$ cat src/sv/sle_pkg.sv
// shared codes, characters and echo sequence tables for the serial line editor
// no dependencies
package sle_pkg;

    localparam logic [1:0] ACT_RX   = 2'd0;
    localparam logic [1:0] ACT_READ = 2'd1;
    localparam logic [1:0] ACT_TAKE = 2'd2;

    localparam logic KIND_ECHO = 1'b0;
    localparam logic KIND_READ = 1'b1;

    localparam logic [7:0] CH_NUL    = 8'h00;
    localparam logic [7:0] CH_CR     = 8'h0D;
    localparam logic [7:0] CH_ESC    = 8'h1B;
    localparam logic [7:0] CH_DEL    = 8'h7F;
    localparam logic [7:0] CH_LBRACK = 8'h5B;
    localparam logic [7:0] CH_ONE    = 8'h31;
    localparam logic [7:0] CH_B      = 8'h42;
    localparam logic [7:0] CH_D      = 8'h44;
    localparam logic [7:0] CH_K      = 8'h4B;

    typedef logic [1:0] t_seq;
    typedef logic [2:0] t_step;

    localparam t_seq SEQ_ONE   = 2'd0;
    localparam t_seq SEQ_ENTER = 2'd1;
    localparam t_seq SEQ_ERASE = 2'd2;

    // cr esc [ 1 B  /  esc [ 1 D esc [ K
    function automatic logic [7:0] echo_byte(input t_seq seq, input t_step step);
        logic [7:0] b;
        b = CH_NUL;
        case (seq)
            SEQ_ENTER: begin
                case (step)
                    3'd0:    b = CH_CR;
                    3'd1:    b = CH_ESC;
                    3'd2:    b = CH_LBRACK;
                    3'd3:    b = CH_ONE;
                    3'd4:    b = CH_B;
                    default: b = CH_NUL;
                endcase
            end
            SEQ_ERASE: begin
                case (step)
                    3'd0:    b = CH_ESC;
                    3'd1:    b = CH_LBRACK;
                    3'd2:    b = CH_ONE;
                    3'd3:    b = CH_D;
                    3'd4:    b = CH_ESC;
                    3'd5:    b = CH_LBRACK;
                    3'd6:    b = CH_K;
                    default: b = CH_NUL;
                endcase
            end
            default: b = CH_NUL;
        endcase
        return b;
    endfunction

    function automatic t_step seq_last_step(input t_seq seq);
        t_step s;
        case (seq)
            SEQ_ENTER: s = 3'd4;
            SEQ_ERASE: s = 3'd6;
            default:   s = 3'd0;
        endcase
        return s;
    endfunction

endpackage

$ cat src/sv/sle_store.sv
// line store memory: one write port, one registered read port, per-entry valid bits
// unwritten entries read as zero; no package dependencies
module sle_store #(
    parameter int DEPTH = 33
) (
    input  logic                     i_clk,
    input  logic                     i_rst_n,
    input  logic                     i_wr_en,
    input  logic [$clog2(DEPTH)-1:0] i_wr_addr,
    input  logic [7:0]               i_wr_data,
    input  logic                     i_rd_en,
    input  logic [$clog2(DEPTH)-1:0] i_rd_addr,
    output logic [7:0]               o_rd_data
);

    logic [7:0]       r_mem [DEPTH];
    logic [DEPTH-1:0] r_vld;
    logic [7:0]       r_rd_data;
    logic             r_rd_hit;

    always_ff @(posedge i_clk) begin
        if (i_wr_en) begin
            r_mem[i_wr_addr] <= i_wr_data;
        end
    end

    always_ff @(posedge i_clk) begin
        if (!i_rst_n) begin
            r_vld <= '0;
        end else if (i_wr_en) begin
            r_vld[i_wr_addr] <= 1'b1;
        end
    end

    // write in the same cycle as the read wins
    always_ff @(posedge i_clk) begin
        if (!i_rst_n) begin
            r_rd_hit <= 1'b0;
        end else if (i_rd_en) begin
            if (i_wr_en && (i_wr_addr == i_rd_addr)) begin
                r_rd_data <= i_wr_data;
                r_rd_hit  <= 1'b1;
            end else begin
                r_rd_data <= r_mem[i_rd_addr];
                r_rd_hit  <= r_vld[i_rd_addr];
            end
        end
    end

    assign o_rd_data = r_rd_hit ? r_rd_data : 8'h00;

endmodule

$ cat src/sv/serial_line_editor_echo_top.sv
// serial line editor top level: input register, edit logic, echo sequencer
// depends on sle_pkg and sle_store
//
// Usage:
//   Input channel (i_in_valid / o_in_stall) carries one beat per received byte,
//   line read or line take. Output channel (o_out_valid / i_out_stall) carries
//   echo bytes and read replies; o_last marks the final beat of one input.
//   A plain byte gives one echo beat, carriage return five, delete seven,
//   read and take one; a dropped byte, delete at line start and action 3 none.
//   The input beat is first loaded into the input register; the result
//   register is loaded from it when the edit logic commits that input.
//   Throughput: one output beat per cycle while i_out_stall is low; an input
//   that makes N beats holds the result register until its last beat leaves,
//   so unstalled single-beat inputs flow one per cycle and the edit logic
//   takes the next input as the last beat of the current one leaves. The
//   result register is the only pacing point.
//   Reset (synchronous, active low) empties both registers, zeroes the write
//   position and ready flag, and marks every line store entry as zero.
//   When the receiver stalls the result beat holds; the input register keeps
//   one more input, then o_in_stall rises.
module serial_line_editor_echo_top
    import sle_pkg::*;
#(
    parameter int LINE_MAX = 32
) (
    input  logic       i_clk,
    input  logic       i_rst_n,
    input  logic       i_in_valid,
    output logic       o_in_stall,
    input  logic [1:0] i_action,
    input  logic [7:0] i_rx_byte,
    input  logic [5:0] i_read_index,
    output logic       o_out_valid,
    input  logic       i_out_stall,
    output logic       o_reply_kind,
    output logic [7:0] o_data_byte,
    output logic       o_line_ready,
    output logic       o_last
);

    localparam int DEPTH = LINE_MAX + 1;
    localparam int AW    = $clog2(DEPTH);
    localparam logic [AW-1:0] LMAX_A = AW'(LINE_MAX);
    localparam logic [5:0]    LMAX_I = 6'(LINE_MAX);

    // input register
    logic       r_in_valid;
    logic [1:0] r_action;
    logic [7:0] r_rx_byte;
    logic       r_rd_oor;

    // editor state
    logic [AW-1:0] r_pos;
    logic [AW-1:0] n_pos;
    logic          r_ready;
    logic          n_ready;

    // result register and echo sequencer
    logic       r_out_valid;
    logic       r_kind;
    logic [7:0] r_data;
    logic       r_out_ready;
    t_seq       r_seq;
    t_step      r_step;

    logic          in_accept;
    logic          out_free;
    logic          commit;
    logic          rd_oor;
    logic [AW-1:0] rd_addr;
    logic [7:0]    rd_data;

    logic          wr_en_c;
    logic [AW-1:0] wr_addr;
    logic [7:0]    wr_data;
    logic          emit;
    logic          e_kind;
    logic [7:0]    e_data;
    logic          e_ready;
    t_seq          e_seq;
    t_step         nxt_step;

    assign o_last     = (r_step == seq_last_step(r_seq));
    assign out_free   = !r_out_valid || (!i_out_stall && o_last);
    assign commit     = r_in_valid && out_free;
    assign o_in_stall = r_in_valid && !out_free;
    assign in_accept  = i_in_valid && !o_in_stall;

    assign rd_oor  = (i_read_index > LMAX_I);
    assign rd_addr = rd_oor ? '0 : i_read_index[AW-1:0];

    sle_store #(
        .DEPTH (DEPTH)
    ) u_store (
        .i_clk     (i_clk),
        .i_rst_n   (i_rst_n),
        .i_wr_en   (commit && wr_en_c),
        .i_wr_addr (wr_addr),
        .i_wr_data (wr_data),
        .i_rd_en   (in_accept),
        .i_rd_addr (rd_addr),
        .o_rd_data (rd_data)
    );

    always_ff @(posedge i_clk) begin
        if (!i_rst_n) begin
            r_in_valid <= 1'b0;
        end else if (in_accept) begin
            r_in_valid <= 1'b1;
        end else if (commit) begin
            r_in_valid <= 1'b0;
        end
    end

    always_ff @(posedge i_clk) begin
        if (in_accept) begin
            r_action  <= i_action;
            r_rx_byte <= i_rx_byte;
            r_rd_oor  <= rd_oor;
        end
    end

    // edit decision for the item in the input register
    always_comb begin
        n_pos   = r_pos;
        n_ready = r_ready;
        wr_en_c = 1'b0;
        wr_addr = r_pos;
        wr_data = CH_NUL;
        emit    = 1'b0;
        e_kind  = KIND_ECHO;
        e_data  = r_rx_byte;
        e_ready = r_ready;
        e_seq   = SEQ_ONE;
        case (r_action)
            ACT_RX: begin
                if (r_rx_byte == CH_CR) begin
                    // terminate line at current position
                    wr_en_c = 1'b1;
                    n_ready = 1'b1;
                    n_pos   = '0;
                    emit    = 1'b1;
                    e_seq   = SEQ_ENTER;
                    e_data  = CH_CR;
                    e_ready = 1'b1;
                end else if (r_rx_byte == CH_DEL) begin
                    if (r_pos != '0) begin
                        n_pos   = r_pos - 1'b1;
                        wr_en_c = 1'b1;
                        wr_addr = r_pos - 1'b1;
                        emit    = 1'b1;
                        e_seq   = SEQ_ERASE;
                        e_data  = CH_ESC;
                    end
                end else if (r_pos < LMAX_A) begin
                    wr_en_c = 1'b1;
                    wr_data = r_rx_byte;
                    n_pos   = r_pos + 1'b1;
                    emit    = 1'b1;
                end
            end
            ACT_READ: begin
                emit   = 1'b1;
                e_kind = KIND_READ;
                e_data = r_rd_oor ? CH_NUL : rd_data;
            end
            ACT_TAKE: begin
                emit    = 1'b1;
                e_kind  = KIND_READ;
                e_data  = CH_NUL;
                n_ready = 1'b0;
            end
            default: begin
                emit = 1'b0;
            end
        endcase
    end

    always_ff @(posedge i_clk) begin
        if (!i_rst_n) begin
            r_pos   <= '0;
            r_ready <= 1'b0;
        end else if (commit) begin
            r_pos   <= n_pos;
            r_ready <= n_ready;
        end
    end

    assign nxt_step = r_step + 1'b1;

    always_ff @(posedge i_clk) begin
        if (!i_rst_n) begin
            r_out_valid <= 1'b0;
        end else if (commit && emit) begin
            r_out_valid <= 1'b1;
        end else if (r_out_valid && !i_out_stall && o_last) begin
            r_out_valid <= 1'b0;
        end
    end

    always_ff @(posedge i_clk) begin
        if (commit && emit) begin
            r_kind      <= e_kind;
            r_data      <= e_data;
            r_out_ready <= e_ready;
            r_seq       <= e_seq;
            r_step      <= '0;
        end else if (r_out_valid && !i_out_stall && !o_last) begin
            // next byte of an escape sequence
            r_step <= nxt_step;
            r_data <= echo_byte(r_seq, nxt_step);
        end
    end

    assign o_out_valid  = r_out_valid;
    assign o_reply_kind = r_kind;
    assign o_data_byte  = r_data;
    assign o_line_ready = r_out_ready;

endmodule

$ cat config.mk
export PLATFORM = sky130hd
export DESIGN_NAME = serial_line_editor_echo_top
export DESIGN_NICKNAME = d
export VERILOG_FILES = /design/src/sv/sle_pkg.sv /design/src/sv/sle_store.sv /design/src/sv/serial_line_editor_echo_top.sv
export SDC_FILE = /design/constraint.sdc
export NUM_CORES = 1
export LEC_CHECK = 0
export BUFFER_PORTS_ARGS = -buffer_cell sky130_fd_sc_hd__buf_2
export CAP_MARGIN = 5
export CELL_PAD_IN_SITES_DETAIL_PLACEMENT = 0
export CELL_PAD_IN_SITES_GLOBAL_PLACEMENT = 1
export CORE_MARGIN = 2
export CORE_UTILIZATION = 36
export CTS_BUF_LIST = sky130_fd_sc_hd__clkbuf_8
export DETAILED_ROUTE_END_ITERATION = 7
export PLACE_DENSITY = 0.6
export SLEW_MARGIN = 10
export SYNTH_ARGS = -nofsm -noshare
export SYNTH_HDL_FRONTEND = slang
export SYNTH_SLANG_ARGS = --single-unit
$ cat constraint.sdc
create_clock -name i_clk -period 4 [get_ports i_clk]
set_clock_uncertainty 0.2 [all_clocks]
set_input_delay 0.2 -clock i_clk [delete_from_list [all_inputs] [get_ports i_clk]]
set_output_delay 0.2 -clock i_clk [all_outputs]
set_load 0.05 [all_outputs]
== After elaboration in Yosys (flattened, before gate mapping) ==
Memory sizes are Yosys's and may differ from the RTL's. A register that Yosys moved wholly into a read port is not among the register bits.
Index checks and enable logic that the tools add are counted.

* Flip-flop bits (word level): 69
* Memory bits (writable): 264
* Bits of input ports: 20
* Output and inout bits: 13
* Word-level logic and storage cells: 121
* Memories kept: 1

* Add/sub/neg operators: 3
* $lt $le $gt $ge: 5
* Equal/unequal tests: 14
* Multiplexer cells: 48
* Bitwise operators: 3
* Reduce and logical (&&, ||, !) cells: 32

{| class="wikitable"
|+ Memory list
! name !! depth !! width !! read ports !! clocked after memory_dff !! wr ports !! line !! RTL
|-
| u_store.r_mem || 33 || 8 || 1 || 1 || 1 || sle_store.sv:16 || <nowiki>logic [7:0] r_mem [DEPTH];</nowiki>
|}

{| class="wikitable"
|+ Operators with widths
! kind !! count
|-
| $mux W8 || 11
|-
| $pmux W7 S5 || 2
|-
| $mux W6 || 8
|-
| $or A33 B33 Y33 || 1
|-
| $pmux W8 S3 || 1
|-
| $mux W1 || 19
|-
| $pmux W8 S2 || 1
|-
| $lt A6 B7 Y1 const B || 2
|-
| $logic_and A1 B1 Y1 || 11
|-
| $eq A3 B3 Y1 const B || 3
|-
| $eq A8 B4 Y1 const B || 1
|-
| $eq A8 B7 Y1 const B || 1
|-
| $reduce_bool A2 Y1 || 4
|-
| $add A6 B1 Y6 const B || 1
|-
| $bmux W1 S6 || 1
|-
| $demux W1 S6 || 1
|-
| $eq A3 B2 Y1 const B || 2
|-
| $eq A6 B6 Y1 || 1
|-
| $ge A6 B1 Y1 const B || 1
|-
| $gt A6 B6 Y1 const B || 1
|-
| $lt A6 B6 Y1 const B || 1
|-
| $pmux W3 S2 || 1
|-
| $reduce_bool A6 Y1 || 1
|-
| $reduce_or A2 Y1 || 3
|-
| 17 further kinds || 26
|}

== Longest topological paths before layout ==
Gate-level depths: netlist of run 1.

* Word-level depth: 10
* Mapped depth: 13
* Depth with buffers taken out: 10

== Hierarchy ==
A second synthesis of run 1 with hierarchy kept.

* Cell total of the unflattened synthesis: 913
* Area total of the unflattened synthesis: 14585.2 um^2

{| class="wikitable"
|+ Modules (own cells, without submodules)
! module !! instances !! cells an instance !! area each (um^2) !! seq. area each (um^2)
|-
| sle_store || 1 || 662 || 12208.0 || 8848.5
|-
| serial_line_editor_echo_top || 1 || 251 || 2377.3 || 930.9
|}

== Least setup slack after synthesis of run 1 ==
OpenSTA, ideal clock, no wires.

* Path kind: flip-flop to flip-flop
* From: register r_seq[0]
* To: register u_store.r_rd_data[0] (read register of u_store.r_mem) (enable)
* Library setup time: 0.332 ns
* Data arrival time: 2.847 ns
* Data required time: 3.468 ns
* Path slack: 0.621 ns
* Stages on the path, launching flop included: 10
* Buffers on the path: 1
* Period minus slack after synthesis: 3.379 ns
* Path through: edfxtp_1 > inv_1 > ha_1 > buf_4 > xnor2_1 > or3_1 > o21ai_0 > nor2_1 > nor2b_1 > and2_1

* Cells in the longest elaborated chain, start to end: 10
* Elaborated cells between the ends (all ways): 11
* Classes of those cells: eq/ne: 3; mux: 1; reduce/logical: 7

{| class="wikitable"
|+ Ends and longest elaborated chain
! what !! line !! RTL
|-
| from (decl) || serial_line_editor_echo_top.sv:63 || <nowiki>t_seq r_seq;</nowiki>
|-
| from (signal assigned) || serial_line_editor_echo_top.sv:206 || <nowiki>r_seq <= e_seq;</nowiki>
|-
| $eq A2 B2 Y1 / $eq A2 B1 Y1 (equally long branches) || sle_pkg.sv:63 || <nowiki>case (seq)</nowiki>
|-
| $pmux W3 S2 (*) || sle_pkg.sv:63 ||
|-
| $eq A3 B3 Y1 (*) || serial_line_editor_echo_top.sv:83 || <nowiki>assign o_last = (r_step == seq_last_step(r_seq));</nowiki>
|-
| $logic_and A1 B1 Y1 (*) || serial_line_editor_echo_top.sv:84 || <nowiki>assign out_free = !r_out_valid || (!i_out_stall && o_last);</nowiki>
|-
| $logic_or A1 B1 Y1 (*) || serial_line_editor_echo_top.sv:84 ||
|-
| $logic_not A1 Y1 (*) || serial_line_editor_echo_top.sv:86 || <nowiki>assign o_in_stall = r_in_valid && !out_free;</nowiki>
|-
| $logic_and A1 B1 Y1 (*) || serial_line_editor_echo_top.sv:86 ||
|-
| via o_in_stall || serial_line_editor_echo_top.sv:29 || <nowiki>output logic o_in_stall,</nowiki>
|-
| $logic_not A1 Y1 (*) || serial_line_editor_echo_top.sv:87 || <nowiki>assign in_accept = i_in_valid && !o_in_stall;</nowiki>
|-
| $logic_and A1 B1 Y1 (*) || serial_line_editor_echo_top.sv:87 ||
|-
| via in_accept || serial_line_editor_echo_top.sv:66 || <nowiki>logic in_accept;</nowiki>
|-
| $reduce_and A2 Y1 (no line) (*) || -- ||
|-
| to (decl) || sle_store.sv:18 || <nowiki>logic [7:0] r_rd_data;</nowiki>
|}

The timed path passes the listed nets; every way through them passes the cells marked *.
A chain may end at the register's enable or synchronous reset.

== Final worst setup path of run 1 ==
* From: register r_seq[0]
* To: memory u_store.r_mem[4][3] (enable)

* Cells in the longest elaborated chain, start to end: 9
* Elaborated cells between the ends (all ways): 10
* Classes of those cells: eq/ne: 3; mux: 3; reduce/logical: 4

{| class="wikitable"
|+ Ends and longest elaborated chain
! what !! line !! RTL
|-
| $eq A2 B2 Y1 / $eq A2 B1 Y1 (equally long branches) || sle_pkg.sv:63 ||
|-
| $pmux W3 S2 (*) || sle_pkg.sv:63 ||
|-
| $eq A3 B3 Y1 (*) || serial_line_editor_echo_top.sv:83 ||
|-
| $logic_and A1 B1 Y1 (*) || serial_line_editor_echo_top.sv:84 ||
|-
| $logic_or A1 B1 Y1 (*) || serial_line_editor_echo_top.sv:84 ||
|-
| $logic_and A1 B1 Y1 (*) || serial_line_editor_echo_top.sv:85 || <nowiki>assign commit = r_in_valid && out_free;</nowiki>
|-
| $logic_and A1 B1 Y1 (*) || serial_line_editor_echo_top.sv:97 || <nowiki>.i_wr_en (commit && wr_en_c),</nowiki>
|-
| $mux W1 (*) || sle_store.sv:22 || <nowiki>if (i_wr_en) begin</nowiki>
|-
| $mux W1 (implied by the code) (*) || sle_store.sv:23 || <nowiki>r_mem[i_wr_addr] <= i_wr_data;</nowiki>
|-
| to (decl) || sle_store.sv:16 ||
|}

Every way passes the cells marked *; elsewhere a longest branch is shown, timed or not.

==> results.py, run 1 <==
metrics = {
    "run": {
        "drv_cap": 0,
    },
    "timing": {
        "final_max_slew_viol_count": 0,
        "tns_ns": 0,
        "period_share_pct": 89.1,
        "rsz0062_at_grt": "false",
        "maxClockFrequency_ghz": 0.280,
        "fin_ws_ns": 0.435,
        "finalHoldViolCount": 0,
        "fin_crit_ns": 3.57,
        "final-setup-viol-count": 0,
        "max_slew_margin_pct": 53.0,
        "tightest_slew_ns": 0.705,
    },
    "drt": {
        "firstDrtPassIters": 5,
        "wl_mm": 40.5,
        "drc": 0,
        "wl_per_cell_um": 23.6,
        "avgViaCountPerCell": 5.36,
        "ant_nets": 0,
        "drt_iter0_markers": 778,
        "vias": 9189,
    },
    "synthesis": {
        "synth_most_common_cell": "edfxtp_1",
        "synth-edff-count": 295,
        "synth-seq-cells": 341,
        "syn_area_per_cell_um2": 14.6,
        "synth_seq_area_share_pct": 66.9,
        "yosysUniqueCellTypes": 76,
        "dominantRegCellSynth": "edfxtp_1",
        "synth_area_um2": 14600,
        "synth_cells": 1003,
        "yosysTopAreaCellShare_pct": 60.6,
        "syn_nets": 1037,
        "synth_top_area_cell": "edfxtp_1",
        "async_reset_ff_share_pct": 0,
        "synth_area_leaders": "edfxtp_1 61%, dfxtp_1 6.3%, mux4_2 5.7%",
        "yosys_warnings": 0,
        "synth.cells.most_frequent": "295 x edfxtp_1, 72 x nor2_1, 69 x nand2_1",
    },
    "floorplanning": {
        "start_util_pct": 36.6,
        "rows": 73,
        "die_area_um2": 42200,
        "pin_count": 33,
        "fp.dieH_um": 205,
        "die_w_um": 205,
        "coreArea_um2": 39900,
    },
    "grt": {
        "grt_max_degree": 34,
        "antenna_found_initial": 0,
        "grt_overflow_total": 0,
        "grt_pass1_wl_mm": 60.4,
        "grtUsageTotal_pct": 19.8,
        "grt_pass1_vias": 9260,
    },
    "final_layout": {
        "stdcell_area_um2": 17300,
        "final_nets": 1175,
        "final_cells": 1715,
        "area_delta_synth_final_pct": 18.1,
        "finish.utilization_pct": 43.2,
        "drive_gt1_share_pct": 22.4,
        "antenna_cells": 0,
    },
    "placement": {
        "io_buffers": 32,
        "gp_congestion": 0.828,
        "placed_area_um2": 15900,
        "dp_hpwl_mm": 27.5,
        "place_ws_ns": 0.432,
        "placed_cells": 1591,
    },
    "clock_network": {
        "cts-root-buf": "clkbuf_8",
        "tritoncts": "done",
        "htreeDepth": 2,
        "cts_made_buffers": 58,
        "clk_pin_slew_worst_paths_ns": 0.06,
        "cts.sinks": 341,
        "cts_buffer_depth": 3,
        "insertion_delay_ns": 0.66,
        "cts_resized": 0,
    },
    "setup_path": {
        "cp.arrival_ns": 3.71,
        "path_class": "reg -> reg",
        "critPathLaunchType": "flip-flop",
        "worst_setup_path_end_kind": "flip-flop",
        "required_ns": 4.14,
        "cp_max_fo": 12,
    },
    "pwr": {
        "ir_drop_mv": 0.253,
        "power_density_nw_per_um2": 459,
        "power.leakage_nw": 6.14,
    },
    "worst_hold_path": {
        "hold_path_class": "in -> reg",
    },
    "outcome": {
        "status": "completed",
    },
}
## final cells by class
| type | instances | area [µm²] |
|---|---|---|
| fill | 3664 | 22700 |
| sequential | 341 | 9780 |
| multi-input combinational | 586 | 4520 |
| timing repair buffer | 131 | 991 |
| clock buffer | 65 | 895 |
| tap | 525 | 657 |
| clock inverter | 44 | 333 |
| inverter | 23 | 86.3 |
## placed cells by master, fill, tap and decap left out, types with 5 or more instances in the layout
master / Yosys / final
o22ai_1: 21 / 21
o21ai_0: 24 / 24
clkinv_1: 0 / 10
mux4_2: 37 / 37
dfxtp_1: 46 / 46
bufinv_16: 0 / 5
nand3_1: 36 / 36
mux2i_1: 54 / 54
o211ai_1: 5 / 5
nor3_1: 8 / 8
o2111ai_1: 6 / 6
a21oi_1: 29 / 29
nor2b_1: 12 / 10
edfxtp_1: 295 / 295
a211oi_1: 10 / 10
a22oi_1: 16 / 16
nand3b_1: 5 / 5
a221oi_1: 7 / 7
and2_1: 6 / 6
nand2b_1: 13 / 12
xnor2_1: 8 / 8
o21a_1: 36 / 36
dlygate4sd3_1: 0 / 15
buf_2: 14 / 32
clkbuf_8: 0 / 65
nand4_1: 5 / 5
o221ai_1: 9 / 9
ha_1: 14 / 14
o31ai_1: 5 / 5
a31oi_1: 8 / 8
buf_4: 7 / 80
nand2_1: 69 / 69
inv_1: 22 / 39
nor2_1: 72 / 72
clkinv_2: 0 / 7
## state kept, by name, indices dropped and copies added, names as in the netlist
name	cells
r_rd_oor	1
r_rx_byte	8
u_store.r_mem	264
r_in_valid	1
r_pos	6
r_action	2
r_seq	2
o_out_valid	1
o_line_ready	1
u_store.r_rd_hit	1
u_store.r_vld	33
r_step	3
o_data_byte	8
o_reply_kind	1
u_store.r_rd_data	8
r_ready	1
## routing by layer
layer | vias to the layer above | GRT usage (%) | wire, µm
li1 | 4203 | - | -
met1 | 4579 | 27.7 | 18300
met2 | 333 | 29.8 | 18000
met3 | 74 | 4.47 | 2890
met4 | 0 | 7.79 | 1320
met5 | - | 0 | 0
## timing repair
action / in CTS / in global routing
hold endpoints to repair: 41 / 0
hold buffers: 15 / 0
buffers inserted: 0 / 0
## through the flow
stage / hold slack (ns) / power (mW)
after detailed placement: 0.178 / 4.73
after floorplan: 0.0989 / 4.47
final: 0.0563 / 7.93
after global placement: 0.181 / 4.73
after CTS: 0.00909 / 8.03
after global routing: 0.0216 / 8.25
## cells by family (layout without fill, tap and decap cells)
logic type / after synthesis / after routing / synth area share, %
buffers and inverters: 76 / 263 / 2.25
adders and majority gates: 14 / 14 / 1.20
AOI/OAI and AO/OA: 207 / 207 / 10.1
and+or+nand+nor: 258 / 258 / 8.94
xor gates and xnor gates: 10 / 10 / 0.599
muxes: 97 / 97 / 9.94
DFF: 341 / 341 / 66.9
## critical path, stage by stage, from the launching register on
cell,delay [ns]
edfxtp_1,0.35
inv_1,0.05
ha_1,0.39
xnor2_1,0.20
o41ai_4,0.41
o211ai_2,0.35
a211oi_2,0.58
nand3_1,0.33
nor2_1,0.18
buf_4,0.21
## report_power, final
group | internal, mW | switching, mW
registers | 3.91 | 0.0381
clock network | 1.82 | 1.44
logic | 0.244 | 0.465
## path summary, 6_finish.rpt
path / slack, ns / cells past startpoint / end / startpoint
worst min-delay path: 0.06 / 4 / u_store.r_rd_data[1] / i_read_index[4]
worst max-delay path: 0.43 / 9 / u_store.r_mem[4][3] / r_seq[0]
worst max register to register: 0.43 / 9 / u_store.r_mem[4][3] / r_seq[0]
worst min register to register: 0.26 / 1 / u_store.r_vld[14] / u_store.r_vld[14]
(Power assumes the default switching activity.)
==> run 2, diff against run 1 <==
clock period = 4.3 ns   (was 4 ns; I/O delays follow)
==> results.py, run 2 (synthesis results as in run 1) <==
metrics = {
    "final_layout": {
        "area_delta_synth_final_pct": 16.1,
        "final_common_cell": "edfxtp_1",
        "antenna_cells": 0,
        "drive_gt1_share_pct": 21.4,
        "final_cells": 1700,
        "stdcell_area_um2": 17000,
        "reg_top3": "u_store.r_mem: 264 flops, u_store.r_vld: 33 flops",
        "finish.utilization_pct": 42.5,
        "final_nets": 1159,
        "largest_register": "u_store.r_mem",
        "largest_register_ffs": 264,
        "layout_common_cells": "295 x edfxtp_1, 72 x nor2_1, 69 x nand2_1, 66 x buf_4, 60 x clkbuf_8",
    },
    "setup_path": {
        "worst_setup_path_end_kind": "flip-flop",
        "cp_max_fo": 12,
        "r2r_end": "u_store.r_mem[22][3]",
        "path_class": "reg -> reg",
        "r2r_cells": 9,
        "cp.arrival_ns": 3.83,
        "rr_startpoint": "r_seq[0]",
        "critPathLaunchType": "flip-flop",
        "required_ns": 4.44,
        "r2r_setup_slack_ns": 0.61,
    },
    "timing": {
        "rsz0062_at_grt": "false",
        "final_max_slew_viol_count": 0,
        "whs_ns": 0.0819,
        "fin_crit_ns": 3.69,
        "tightest_slew_ns": 0.915,
        "maxClockFrequency_ghz": 0.271,
        "final-setup-viol-count": 0,
        "fin_ws_ns": 0.612,
        "max_slew_margin_pct": 39.0,
        "finalHoldViolCount": 0,
        "tns_ns": 0,
        "period_share_pct": 85.8,
    },
    "placement": {
        "place_ws_ns": 0.660,
        "dp_hpwl_mm": 25.9,
        "io_buffers": 32,
        "gp_congestion": 0.839,
        "placed_cells": 1575,
        "placed_area_um2": 15700,
    },
    "grt": {
        "grt_pass1_wl_mm": 58.5,
        "grtUsageTotal_pct": 18.9,
        "antenna_found_initial": 0,
        "grt_pass1_vias": 9077,
        "grt_max_degree": 48,
        "grt_overflow_total": 0,
    },
    "pwr": {
        "total_power_mw": 7.03,
        "ir_drop_mv": 0.215,
        "power.leakage_nw": 6.00,
        "power_density_nw_per_um2": 415,
    },
    "clock_network": {
        "cts.sinks": 341,
        "tritoncts": "done",
        "htreeDepth": 2,
        "cts_resized": 0,
        "insertion_delay_ns": 0.65,
        "cts_made_buffers": 58,
        "cts-root-buf": "clkbuf_8",
        "cts_buffer_depth": 3,
        "clk_pin_slew_worst_paths_ns": 0.06,
    },
    "floorplanning": {
        "die_w_um": 205,
        "start_util_pct": 36.6,
        "pin_count": 33,
        "fp.dieH_um": 205,
        "die_area_um2": 42200,
        "rows": 73,
        "coreArea_um2": 39900,
    },
    "worst_hold_path": {
        "hold_path_class": "in -> reg",
        "min_path_cells": 2,
        "worstHoldStart": "i_rx_byte[1]",
        "hold_path_end": "r_rx_byte[1]",
    },
    "drt": {
        "wl_mm": 39.3,
        "avgViaCountPerCell": 5.34,
        "drc": 0,
        "wl_per_cell_um": 23.1,
        "ant_nets": 0,
        "firstDrtPassIters": 5,
        "vias": 9080,
        "drt_iter0_markers": 848,
    },
    "outcome": {
        "status": "completed",
    },
    "run": {
        "drv_cap": 0,
    },
}
-- run 2: cell count changes in the layout (fill, tap and decap cells not counted), sizes merged --
| cell | delta |
|---|---|
| buf | -16 |
| clkbuf | -5 |
| bufinv | -4 |
| clkinv | +11 |
| inv | -1 |
-- run 2: power breakdown --
| part | internal [mW] | total [mW] | switching (mW) |
|---|---|---|---|
| Combinational | 0.216 | 0.639 | 0.423 |
| Sequential | 3.64 | 3.68 | 0.0376 |
| Clock | 1.37 | 2.72 | 1.35 |
-- run 2: per-layer routing --
layer | global-route usage (%) | routed length, µm | share of wire, %
met1 | 26.2 | 18300 | 47
met3 | 2.66 | 1840 | 4.7
met5 | 0 | 0 | 0
met2 | 30.6 | 18300 | 46
met4 | 6.68 | 938 | 2.4
-- run 2: timing repair --
action / 4_1_cts / 5_1_grt
hold endpoints to repair: 43 / 0
hold buffers: 15 / 0
buffers inserted: 0 / 0
-- run 2: worst max path at each step --
stage	start	end	slack, ns	cells past startpoint
after global placement	r_seq[0]	u_store.r_mem[22][7]	0.72	9
after CTS	r_seq[0]	u_store.r_mem[18][6]	0.62	9
final	r_seq[0]	u_store.r_mem[22][3]	0.61	9
after floorplan	r_seq[0]	u_store.r_rd_data[0]	0.92	9
after detailed placement	r_seq[0]	u_store.r_mem[0][6]	0.66	9
after global routing	r_seq[1]	u_store.r_mem[0][6]	0.38	8
-- run 2: area by class of cell --
type,count,area (µm²)
tap,525,657
clock buffer,60,826
timing repair buffer,115,846
sequential,341,9780
multi-input combinational,586,4520
clock inverter,50,253
fill,3699,22900
inverter,23,86.3
-- run 2: worst max-delay path, stage by stage, from the launching register on --
cell	delay, ns
edfxtp_1	0.35
inv_1	0.05
ha_1	0.39
xnor2_1	0.21
o41ai_4	0.54
o211ai_2	0.38
a211oi_2	0.57
nand2_1	0.29
nor2_1	0.17
buf_4	0.22
==> run 3, diff against run 2 <==
CAP_MARGIN = 40   (was 5)
PLACE_DENSITY = 0.59   (was 0.6)
SYNTH_HIERARCHICAL = 1   (was not set)
==> results.py, run 3 <==
metrics = {
    "synthesis": {
        "synth.cells.most_frequent": "295 x edfxtp_1, 65 x mux4_2, 65 x nor2_1",
        "synth-seq-cells": 341,
        "synth_cells": 913,
        "synth_seq_area_share_pct": 67.0,
        "synth_top_area_cell": "edfxtp_1",
        "synth_area_um2": 14600,
        "syn_area_per_cell_um2": 16.0,
        "yosys_warnings": 6,
        "yosysTopAreaCellShare_pct": 60.7,
        "yosysUniqueCellTypes": 64,
        "syn_nets": 948,
        "async_reset_ff_share_pct": 0,
        "synth-edff-count": 295,
        "synth_area_leaders": "edfxtp_1 61%, mux4_2 10%, dfxtp_1 6.3%",
        "dominantRegCellSynth": "edfxtp_1",
        "synth_most_common_cell": "edfxtp_1",
    },
    "setup_path": {
        "cp_max_fo": 22,
        "rr_startpoint": "r_action[1]",
        "required_ns": 4.45,
        "worst_setup_path_end_kind": "flip-flop",
        "r2r_cells": 14,
        "r2r_end": "u_store/r_rd_data[5]",
        "cp.arrival_ns": 3.94,
        "critPathLaunchType": "flip-flop",
        "crit_path_end": "u_store/r_rd_data[5]",
        "r2r_setup_slack_ns": 0.51,
        "critPathLaunch": "r_action[1]",
        "path_class": "reg -> reg",
    },
    "grt": {
        "grtUsageTotal_pct": 18.1,
        "antenna_found_initial": 0,
        "grt_pass1_wl_mm": 55.2,
        "grt_pass1_vias": 8502,
        "grt_overflow_total": 0,
        "grt_max_degree": 35,
    },
    "floorplanning": {
        "pin_count": 33,
        "coreArea_um2": 39800,
        "rows": 73,
        "die_w_um": 205,
        "start_util_pct": 36.6,
        "fp.dieH_um": 205,
        "die_area_um2": 42100,
    },
    "clock_network": {
        "post_cts_buffers": 0,
        "cts_buffer_depth": 3,
        "htreeDepth": 2,
        "cts_made_buffers": 57,
        "cts.sinks": 341,
        "cts_resized": 0,
        "insertion_delay_ns": 0.65,
        "cts-root-buf": "clkbuf_8",
        "tritoncts": "done",
        "clk_pin_slew_worst_paths_ns": 0.07,
    },
    "pwr": {
        "clkPwrFrac_pct": 40.5,
        "power.leakage_nw": 5.78,
        "power_density_nw_per_um2": 417,
        "p_int_mw": 5.39,
        "p_seq_share_pct": 51.6,
        "p_comb_share_pct": 7.9,
        "ir_drop_mv": 0.211,
        "swShare_pct": 24.1,
        "netSwitchingPower_mw": 1.71,
    },
    "timing": {
        "period_share_pct": 88.2,
        "max_slew_margin_pct": 42.0,
        "final_max_slew_viol_count": 0,
        "finalHoldViolCount": 0,
        "fin_crit_ns": 3.79,
        "maxClockFrequency_ghz": 0.264,
        "rsz0062_at_grt": "false",
        "tns_ns": 0,
        "tightest_slew_ns": 0.867,
        "final-setup-viol-count": 0,
    },
    "final_layout": {
        "antenna_cells": 0,
        "final_common_cell": "edfxtp_1",
        "area_delta_synth_final_pct": 16.6,
        "largest_register": "u_store/r_mem",
        "final_nets": 1077,
        "reg_top3": "u_store/r_mem: 264 flops, u_store/r_vld: 33 flops",
        "largest_register_ffs": 264,
        "stdcell_area_um2": 17000,
        "drive_gt1_share_pct": 24.9,
        "layout_common_cells": "295 x edfxtp_1, 68 x buf_4, 65 x nor2_1, 65 x mux4_2, 57 x clkbuf_8",
    },
    "worst_hold_path": {
        "hold_path_class": "in -> reg",
    },
    "outcome": {
        "status": "completed",
    },
    "placement": {
        "dp_hpwl_mm": 24.1,
        "gp_congestion": 0.832,
        "io_buffers": 32,
        "placed_area_um2": 15700,
    },
    "drt": {
        "ant_nets": 0,
        "drc": 0,
        "vias": 8503,
        "drt_iter0_markers": 630,
        "wl_mm": 37.4,
        "avgViaCountPerCell": 5.27,
        "wl_per_cell_um": 23.1,
        "firstDrtPassIters": 5,
    },
    "run": {
        "drv_cap": 0,
    },
}
-- run 3: how the worst min path moves through the flow --
stage	from	cells after the start	slack, ns	to
global route	i_rx_byte[1]	2	0.08	r_rx_byte[1]
CTS	i_rx_byte[2]	2	0.05	r_rx_byte[2]
floorplan	i_action[0]	0	0.11	r_action[0]
finish	i_rx_byte[1]	2	0.09	r_rx_byte[1]
detailed placement	i_rx_byte[2]	1	0.19	r_rx_byte[2]
global placement	i_rx_byte[2]	1	0.19	r_rx_byte[2]
-- run 3: per-stage QoR --
stage / worst slack, ns / power [mW] / utilization [%] / std cells / hold WS, ns
2_1_floorplan: 0.657 / 4.10 / - / 913 / 0.114
3_3_place_gp: 0.571 / 4.28 / 39.4 / 1490 / 0.194
3_5_place_dp: 0.548 / 4.28 / 39.4 / 1490 / 0.193
4_1_cts: 0.533 / 7.19 / 42.7 / 1613 / 0.0462
5_1_grt: 0.0208 / 7.37 / 42.7 / 1614 / 0.0832
6_report: 0.506 / 7.09 / 42.7 / 1614 / 0.0869
-- run 3: worst max-delay path: stages (launching register included) --
cell       delay (ns)
edfxtp_1         0.42
inv_1            0.11
ha_1             0.28
inv_1            0.12
nor4_1           0.28
buf_4            0.19
nor2b_1          0.36
a21oi_1          0.12
a31oi_1          0.19
buf_4            0.18
xor2_1           0.23
nor4_4           0.07
buf_4            0.21
a2111oi_0        0.41
a221oi_1         0.13
-- run 3: kinds of logic after synthesis --
logic type / synth area share, %
muxes: 13.1
xor gates and xnor gates: 0.781
buffers and inverters: 2.61
DFF: 67.0
AOI/OAI and AO/OA: 6.36
and+or+nand+nor: 8.84
adders and majority gates: 1.29
-- run 3: cell type report --
class | instances | area [µm²]
clock buffers | 57 | 785
clock inverters | 49 | 348
fillers | 3613 | 22800
inverters | 22 | 82.6
multi-input cells | 500 | 4460
flip-flops and latches | 341 | 9780
well taps | 525 | 657
repair buffers | 120 | 896
-- run 3: timing repair --
| item | in CTS | in global routing |
|---|---|---|
| hold buffers | 17 | 0 |
| setup endpoints to repair | 0 | 0 |
| hold endpoints to repair | 36 | 0 |
-- run 3: power by group through the flow --
stage	combinational [mW]	clock, mW	sequential [mW]
floorplan	0.350	0	3.75
CTS	0.567	2.96	3.66
global placement	0.552	0	3.73
finish	0.563	2.87	3.66
global route	0.611	3.09	3.66
detailed placement	0.554	0	3.73
-- run 3: layer usage --
layer  share of wire [%]  global-route usage (%)  wire length [µm]
met4                 2.4                    6.09               888
met2                  47                    29.2             17700
met1                  46                    25.1             17000
met3                 4.7                    2.95              1740
met5                   0                       0                 0
